--- config.mk ---
export PLATFORM = sky130hd
export DESIGN_NAME = fexp_fmul
export DESIGN_NICKNAME = d
export VERILOG_FILES = /design/src/sv/fexp_pkg.sv /design/src/sv/fexp_fmul.sv
export SDC_FILE = /design/constraint.sdc
export NUM_CORES = 2
export LEC_CHECK = 0
export BUFFER_PORTS_ARGS = -buffer_cell sky130_fd_sc_hd__clkbuf_2
export CORE_UTILIZATION = 45
export CTS_CLUSTER_DIAMETER = 200
export DETAILED_ROUTE_END_ITERATION = 10
export PLACE_DENSITY = 0.64
export SYNTH_ARGS = -nofsm -noshare
export SYNTH_HDL_FRONTEND = slang
export SYNTH_SLANG_ARGS = --single-unit
--- constraint.sdc ---
create_clock -name clk_i -period 28 [get_ports clk_i]
set_input_delay 1.4 -clock clk_i [delete_from_list [all_inputs] [get_ports clk_i]]
set_output_delay 1.4 -clock clk_i [all_outputs]
set_load 0.01 [all_outputs]
--- src/sv/fexp_pkg.sv ---
package fexp_pkg;

  // Single-precision constants, as raw bit patterns
  localparam logic [31:0] F_LOG2E     = 32'h3FB8AA3B;
  localparam logic [31:0] F_LN2_HI    = 32'h3F317218;
  localparam logic [31:0] F_LN2_LO    = 32'h2F51CF7A;
  localparam logic [31:0] F_HALF      = 32'h3F000000;
  localparam logic [31:0] F_NEG_HALF  = 32'hBF000000;
  localparam logic [31:0] F_ONE       = 32'h3F800000;
  localparam logic [31:0] F_C3        = 32'h3E2AAAAB;
  localparam logic [31:0] F_C4        = 32'h3D2AAAAB;
  localparam logic [31:0] F_C5        = 32'h3C088888;
  localparam logic [31:0] F_MAX       = 32'h7F7FFFFF;
  localparam logic [31:0] F_QNAN      = 32'h7FC00000;
  localparam logic [30:0] MAG_INF     = 31'h7F800000;
  localparam logic [30:0] MAG_LO_CLMP = 31'h42AEAC4F;
  localparam logic [30:0] MAG_HI_CLMP = 31'h42B17217;
  localparam int unsigned EXP_SHIFT   = 23;

  // Count leading zeros of a 48-bit word
  function automatic logic [5:0] lzc48(input logic [47:0] v);
    logic [5:0] n;
    n = '0;
    for (int i = 0; i < 48; i++) begin
      if (v[i]) n = 6'(47 - i);
    end
    return n;
  endfunction

  // Count leading zeros of a 51-bit word
  function automatic logic [5:0] lzc51(input logic [50:0] v);
    logic [5:0] n;
    n = '0;
    for (int i = 0; i < 51; i++) begin
      if (v[i]) n = 6'(50 - i);
    end
    return n;
  endfunction

  // Round to nearest even and pack; m has its leading one at bit 47 and
  // e is the biased exponent of that leading one
  function automatic logic [31:0] round_pack(input logic sgn,
                                             input logic signed [11:0] e,
                                             input logic [47:0] m);
    logic [47:0] mm;
    logic        st;
    logic [5:0]  sh;
    logic [7:0]  ef;
    logic        inc;
    logic [30:0] mag;
    mm = m;
    st = 1'b0;
    ef = e[7:0];
    sh = '0;
    if (e <= 12'sd0) begin
      // Denormalise towards the subnormal range
      ef = '0;
      if (e < -12'sd46) begin
        st = |m;
        mm = '0;
      end else begin
        sh = 6'(12'sd1 - e);
        st = |(m << (6'd48 - sh));
        mm = m >> sh;
      end
    end
    inc = mm[23] & (st | (|mm[22:0]) | mm[24]);
    if (e > 12'sd254) return {sgn, MAG_INF};
    mag = {ef, mm[46:24]} + 31'(inc);
    return {sgn, mag};
  endfunction

  // Single-precision multiply, round to nearest even
  function automatic logic [31:0] fmul(input logic [31:0] a, input logic [31:0] b);
    logic [23:0]        ma;
    logic [23:0]        mb;
    logic [7:0]         ea;
    logic [7:0]         eb;
    logic [47:0]        p;
    logic [47:0]        pn;
    logic [5:0]         lz;
    logic signed [11:0] e;
    ma = {|a[30:23], a[22:0]};
    mb = {|b[30:23], b[22:0]};
    ea = (a[30:23] == 8'd0) ? 8'd1 : a[30:23];
    eb = (b[30:23] == 8'd0) ? 8'd1 : b[30:23];
    p  = ma * mb;
    if (p == 48'd0) return {a[31] ^ b[31], 31'd0};
    lz = lzc48(p);
    pn = p << lz;
    e  = $signed({4'd0, ea}) + $signed({4'd0, eb}) - 12'sd126 - $signed({6'd0, lz});
    return round_pack(a[31] ^ b[31], e, pn);
  endfunction

  // Single-precision add, round to nearest even
  function automatic logic [31:0] fadd(input logic [31:0] a, input logic [31:0] b);
    logic [31:0]        x;
    logic [31:0]        y;
    logic [23:0]        mx;
    logic [23:0]        my;
    logic [7:0]         ex;
    logic [7:0]         ey;
    logic [7:0]         d;
    logic [50:0]        ax;
    logic [50:0]        by;
    logic [50:0]        s;
    logic [50:0]        sn;
    logic               st;
    logic [5:0]         lz;
    logic [47:0]        m;
    logic signed [11:0] e;
    if (a[30:0] >= b[30:0]) begin
      x = a;
      y = b;
    end else begin
      x = b;
      y = a;
    end
    mx = {|x[30:23], x[22:0]};
    my = {|y[30:23], y[22:0]};
    ex = (x[30:23] == 8'd0) ? 8'd1 : x[30:23];
    ey = (y[30:23] == 8'd0) ? 8'd1 : y[30:23];
    d  = ex - ey;
    ax = {1'b0, mx, 26'd0};
    by = {1'b0, my, 26'd0};
    // Align the smaller operand, jamming lost bits into the lsb
    if (d > 8'd50) begin
      by = {50'd0, |my};
    end else begin
      st = |(by & ~({51{1'b1}} << d));
      by = (by >> d) | {50'd0, st};
    end
    s = (x[31] ^ y[31]) ? (ax - by) : (ax + by);
    if (s == 51'd0) return {x[31] & y[31], 31'd0};
    lz = lzc51(s);
    sn = s << lz;
    m  = {sn[50:4], |sn[3:0]};
    e  = $signed({4'd0, ex}) + 12'sd1 - $signed({6'd0, lz});
    return round_pack(x[31], e, m);
  endfunction

endpackage

--- src/sv/fexp_fmul.sv ---
module fexp_fmul import fexp_pkg::*; (
  input  logic        clk_i,
  input  logic        en_i,
  input  logic [31:0] a_i,
  input  logic [31:0] b_i,
  output logic [31:0] p_o
);

  logic [31:0] p_q;

  // Multiply and register the rounded product
  always_ff @(posedge clk_i) begin
    if (en_i) begin
      p_q <= fmul(a_i, b_i);
    end
  end

  assign p_o = p_q;

endmodule

**Word level (Yosys, flattened, before mapping)**

Index checks and enable logic that the tools add are counted.

- Register bits: 32
- Bits in latches: 0
- Bits in writable memories: 0
- ROM bits: 0
- Input bits: 66
- Output and inout port bits: 32
- Word-level logic and storage cells: 98
- Memories: 0

- $add $sub $neg: 6
- $mul: 1
- Div/mod/pow operators: 0
- Magnitude comparators: 3
- Equal/unequal tests: 0
- Shift operators: 3
- Mux-type cells: 72
- Bitwise operators: 4
- Reductions and logical operators: 8

Operators by type and width:

| operator | count |
|---|---|
| two-way mux 6 bit | 50 |
| two-way mux 47 bit | 4 |
| two-way mux 32 bit | 4 |
| OR reduction 48 bit | 2 |
| << shifter 48 x 6 -> 48 bit | 2 |
| zero test 48 bit | 1 |
| multiplier 24 x 24 -> 48 bit | 1 |
| >> shifter 48 x 6 -> 47 bit | 1 |
| two-way mux 8 bit | 5 |
| adder 31 x 1 -> 31 bit | 1 |
| OR reduction 23 bit | 1 |
| zero test 8 bit | 2 |
| OR reduction 8 bit | 2 |
| > comparator 11 x 9 -> 1 bit, second input constant | 1 |
| <= comparator 11 x 1 -> 1 bit, second input constant | 1 |
| < comparator 11 x 7 -> 1 bit, second input constant | 1 |
| subtractor 10 x 7 -> 11 bit | 1 |
| subtractor 9 x 7 -> 10 bit, second input constant | 1 |
| adder 8 x 8 -> 9 bit | 1 |
| two-way mux 1 bit | 9 |
| subtractor 2 x 6 -> 6 bit, first input constant | 1 |
| subtractor 6 bit, first input constant | 1 |
| OR 1 bit | 2 |
| AND 1 bit | 1 |
| bitwise XOR 1 bit | 1 |

**Longest topological paths before layout**

- Word-level depth: 67
- Gate-level depth with buffers: 58
- Depth with buffers taken out: 50

**Worst setup path before layout**

OpenSTA, ideal clock, no wires.

- Path type: input -> register
- From: input port a_i[30]
- To: register p_q[19], in the netlist p_o[19] (data pin)
- Setup time: 0.258 ns
- Data arrival time: 13.624 ns
- Required time: 27.742 ns
- Slack: 14.118 ns
- Cell stages on the path: 52
- Path buffers: 7
- Cells stage by stage: nor4_1 nand2_1 and2_1 fa_1 inv_1 fa_1 fa_1 fa_1 fa_1 fa_1 fa_1 inv_1 ha_1 clkbuf_1 a211oi_1 o21bai_1 o22ai_1 nand3_1 [... 16 more ...] a2111oi_0 maj3_1 a221o_1 nor2_1 a41oi_1 a21oi_1 nand2_1 clkbuf_1 nor3_1 nand2_1 o2111ai_1 o2111ai_1 or3_4 buf_6 nor2_2 buf_6 nand3_1 mux2i_1

- Cells in the longest elaborated chain, start to end: 44
- Elaborated cells on any way between the ends: 65
- Those cells by class: 6 x add/sub; 1 x mul; 3 x order compare; 3 x shift; 43 x mux; 3 x bitwise; 6 x reduce/logical

Ends and longest elaborated chain:

| item | line | RTL |
|---|---|---|
| start: declaration | fexp_fmul.sv:4 | `input logic [31:0] a_i,` |
| OR reduction 8 bit | fexp_pkg.sv:83 | `ma = {\|a[30:23], a[22:0]};` |
| multiplier 24 x 24 -> 48 bit | fexp_pkg.sv:87 | `p = ma * mb;` |
| two-way mux 6 bit (25 in series) | fexp_pkg.sv:25 | `if (v[i]) n = 6'(47 - i);` |
| two-way mux 6 bit | fexp_pkg.sv:89 | `lz = lzc48(p);` |
| two-way mux 6 bit | fexp_fmul.sv:13 | `if (en_i) begin` |
| subtractor 10 x 7 -> 11 bit | fexp_pkg.sv:91 | `e = $signed({4'd0, ea}) + $signed({4'd0, eb}) - 12'sd126 - $signed({6'd0, lz});` |
| subtractor 2 x 6 -> 6 bit | fexp_pkg.sv:62 | `sh = 6'(12'sd1 - e);` |
| subtractor 6 bit | fexp_pkg.sv:63 | `st = \|(m << (6'd48 - sh));` |
| [... 3 more ...] | -- |  |
| two-way mux 1 bit | fexp_pkg.sv:55 | `if (e <= 12'sd0) begin` |
| two-way mux 1 bit | fexp_pkg.sv:89 |  |
| two-way mux 1 bit | fexp_fmul.sv:13 |  |
| OR 1 bit (2 in series) | fexp_pkg.sv:67 | `inc = mm[23] & (st \| (\|mm[22:0]) \| mm[24]);` |
| AND 1 bit | fexp_pkg.sv:67 |  |
| adder 31 x 1 -> 31 bit | fexp_pkg.sv:69 | `mag = {ef, mm[46:24]} + 31'(inc);` |
| two-way mux 32 bit | fexp_pkg.sv:69 |  |
| two-way mux 32 bit * | fexp_pkg.sv:89 |  |
| end signal: assignment | fexp_fmul.sv:14 | `p_q <= fmul(a_i, b_i);` |
| end: declaration | fexp_fmul.sv:9 | `logic [31:0] p_q;` |

Mark *: on every way between the ends. The rest lies on a longest branch, timed or not. The select of a mux whose other input is x is not followed.
A chain may end at the register's enable or synchronous reset.

**Worst setup path in the final report**

- From: input port b_i[26]
- To: register p_q[30], in the netlist p_o[30] (data pin)

- Cells in the longest elaborated chain, start to end: 44
- Elaborated cells on any way between the ends: 68
- Those cells by class: 6 x add/sub; 1 x mul; 3 x order compare; 3 x shift; 46 x mux; 3 x bitwise; 6 x reduce/logical

Ends and longest elaborated chain:

| item | line | RTL |
|---|---|---|
| start: declaration | fexp_fmul.sv:5 | `input logic [31:0] b_i,` |
| OR reduction 8 bit | fexp_pkg.sv:84 | `mb = {\|b[30:23], b[22:0]};` |
| multiplier 24 x 24 -> 48 bit | fexp_pkg.sv:87 |  |
| two-way mux 6 bit (25 in series) | fexp_pkg.sv:25 |  |
| two-way mux 6 bit | fexp_pkg.sv:89 |  |
| two-way mux 6 bit | fexp_fmul.sv:13 |  |
| subtractor 10 x 7 -> 11 bit | fexp_pkg.sv:91 |  |
| subtractor 2 x 6 -> 6 bit | fexp_pkg.sv:62 |  |
| subtractor 6 bit | fexp_pkg.sv:63 |  |
| [... 3 more ...] | -- |  |
| two-way mux 1 bit | fexp_pkg.sv:55 |  |
| two-way mux 1 bit | fexp_pkg.sv:89 |  |
| two-way mux 1 bit | fexp_fmul.sv:13 |  |
| OR 1 bit (2 in series) | fexp_pkg.sv:67 |  |
| AND 1 bit | fexp_pkg.sv:67 |  |
| adder 31 x 1 -> 31 bit | fexp_pkg.sv:69 |  |
| two-way mux 32 bit | fexp_pkg.sv:69 |  |
| two-way mux 32 bit * | fexp_pkg.sv:89 |  |

Marked as above.

==> results.json <==
{
  "ys_warn_count": 0,
  "status": "finished clean",
  "grt_start_max_net_pins": 62,
  "ant_nets": 0,
  "root_buffer": "clkbuf_16",
  "max_slew_margin_pct": 3.59,
  "crit_type": "in -> reg",
  "finalCritPeriodShare_pct": 61.2,
  "worst-path-max-fanout": 35,
  "num_rows": 101,
  "cap_violations": 0,
  "synth_nets": 5182,
  "ios": 98,
  "worst_slew_pin_slew_ps": 1410,
  "synth_cell_types": 133,
  "layout-drive-gt1-share_pct": 7.73,
  "ys_ff_latch": 32,
  "grt.overflow.total": 0,
  "drt-total-wl_um": 145000,
  "coreArea_um2": 76500,
  "avgViaCountPerCell": 6.61,
  "yosysSeqAreaShare_pct": 2.75,
  "clock_sinks": 32,
  "die_width_um": 281,
  "drt_pass1_iterations": 6,
  "finalHoldViolCount": 0,
  "async_flop_share_pct": 0,
  "path_common_cell": "fa_1",
  "post-dp-hpwl_um": 114000,
  "worstHoldStart": "a_i[31]",
  "rsz0062_at_grt": "false",
  "fin_tns_setup_ps": 0,
  "netlist_area_um2": 35000,
  "synth_edf_count": 32,
  "drc": 0,
  "gp_congestion": 1.09,
  "cts_max_level": 2,
  "min_period_ps": 17130,
  "fillers": 7632,
  "initial_core_util_pct": 45.8,
  "whs_path_depth": 2,
  "synthFlopType": "edfxtp_1",
  "post-route-cell-area_um2": 36200,
  "path_clk_slew_ps": 60,
  "critical_path.slowest_cell": "mux2i_1",
  "first_global_vias": 34900,
  "largest_reg_flops": 32,
  "dr.first_iter.drc_count": 4348,
  "cts_buffers": 5,
  "arrival_ps": 17230,
  "endpoint_kind": "register",
  "avgSynthCellArea_um2": 7.90,
  "die_h_um": 281,
  "fmax_mhz": 58.4,
  "min_to": "p_o[31]",
  "dieArea_um2": 78900,
  "track_usage_pct": 36.7,
  "hold_class": "in -> reg",
  "antenna_found_initial": 4,
  "drv_slew": 0,
  "setup_viol": 0,
  "synthCells": 4431,
  "port_buffers": 97,
  "crit_path_start_kind": "input port",
  "cts_hold_buf": 0,
  "cpPeakStageDelay_ps": 870,
  "cts_buffer_depth": 2,
  "via_count": 35300,
  "area_growth_pct": 3.52,
  "cts_tree": "yes",
  "dpl_cell_area_um2": 36100,
  "grt_pass1_wl_um": 222000,
  "avgRoutedWirePerCell_um": 27.2,
  "post_cts_buffers": 0,
  "layout.nets": 5059,
  "cts_resized": 0,
  "cp.required_ps": 28100
}
through the flow:
step	cells	worst slack, ps	hold slack, ps	utilization [%]
after floorplan	4431	14120	1510	-
after global placement	5331	11160	1710	47.2
after detailed placement	5331	10980	1730	47.2
after CTS	5339	11150	1440	47.4
after global routing	5339	9960	1430	47.4
final	5340	10870	1440	47.4
layout make-up:
type,instances,area [µm²],area share (%)
multi-input combinational,3518,30600,84.5
inverter,583,2190,6.05
tap,1030,1290,3.56
timing repair buffer,168,1020,2.81
sequential,32,961,2.65
clock buffer,6,129,0.356
clock inverter,2,35.0,0.0967
antenna,1,2.50,0.00691
worst max path at each step:
stage | depth (start not counted) | slack [ps] | start | end
5_1_grt | 49 | 9960 | b_i[26] | p_o[30]
3_5_place_dp | 49 | 10980 | b_i[26] | p_o[30]
6_report | 49 | 10870 | b_i[26] | p_o[30]
3_3_place_gp | 49 | 11160 | b_i[26] | p_o[30]
4_1_cts | 49 | 11150 | b_i[26] | p_o[30]
2_1_floorplan | 52 | 14120 | a_i[30] | p_o[19]
cell usage in the layout, fill, tap and decap left out, types with 31 or more instances in the layout:
cell type,n
a31oi_1,33
and3_1,35
a21o_1,38
o22ai_1,62
o2111ai_1,34
clkbuf_2,97
fa_1,483
nor4_1,33
o211ai_1,66
o21ai_0,137
nand3_1,103
a2111oi_0,31
mux2i_1,62
nand2_1,402
and2_1,446
a21oi_1,158
edfxtp_1,32
nor2_1,244
ha_1,200
a211oi_1,84
xnor2_1,49
buf_4,71
inv_1,574
nor3_1,100
worst max-delay path: cells and delay by family:
family                   cells  cell delay (ps)
AO/OA/AOI/OAI               15             3940
buffers and inverters        8             1560
adder cells (fa/ha/maj)     10             4340
multiplexers                 1              870
AND/OR/NAND/NOR             15             4980
synth_stat cells, drive strengths merged (16+ instances only):
cell     instances  share of area [%]
and2           447                8.0
or2             26               0.46
a21oi          163                2.4
o21ai          155                2.3
inv            582                6.3
nor2           247                2.7
o221ai          28               0.75
nand2b          16               0.29
a221o           24               0.69
o32ai           16               0.40
mux2i           63                1.8
a211oi          94                2.2
nor3           105                1.6
a211o           29               0.73
and3            35               0.63
edfxtp          32                2.7
clkbuf         209                2.2
o2111ai         35               0.89
a21o            38               0.82
a22oi           21               0.46
o31ai           30               0.73
nor4            44                1.0
fa             484                 28
a31oi           33               0.59
or3             28               0.51
nand4           30               0.60
a21boi          22               0.49
a22o            16               0.40
xnor2           53                1.4
mux2            23               0.74
o211ai          69                1.5
a221oi          21               0.61
o21a            27               0.58
o22a            16               0.43
o22ai           62                1.1
xor2            30               0.75
nand2          404                4.3
ha             201                7.2
nand3          105                1.5
a2111oi         40                1.2
a2bb2oi         20               0.60
buf             89                1.5
layer usage:
metal | GRT usage (%) | wire length (µm) | vias to the layer above
li1 | - | - | 15200
met1 | 48.6 | 58000 | 17500
met2 | 57.9 | 64800 | 2131
met3 | 6.05 | 14000 | 503
met4 | 18.3 | 8530 | 4
met5 | 0 | 24 | -
kinds of logic (layout without fill, tap and decap cells):
group | Yosys count | count (layout) | synth area share, %
buf+inv | 881 | 759 | 10.0
compound gates | 1116 | 1116 | 24.2
xor+xnor | 83 | 83 | 2.12
fa+ha+maj | 686 | 686 | 34.9
flops | 32 | 32 | 2.75
mux | 95 | 95 | 3.13
simple gates | 1538 | 1538 | 22.9
other cells | 0 | 1 | 0
Power is left out: the tool's default activity adds up to more than one toggle a clock period on the data nets, which glitch-free logic cannot reach.
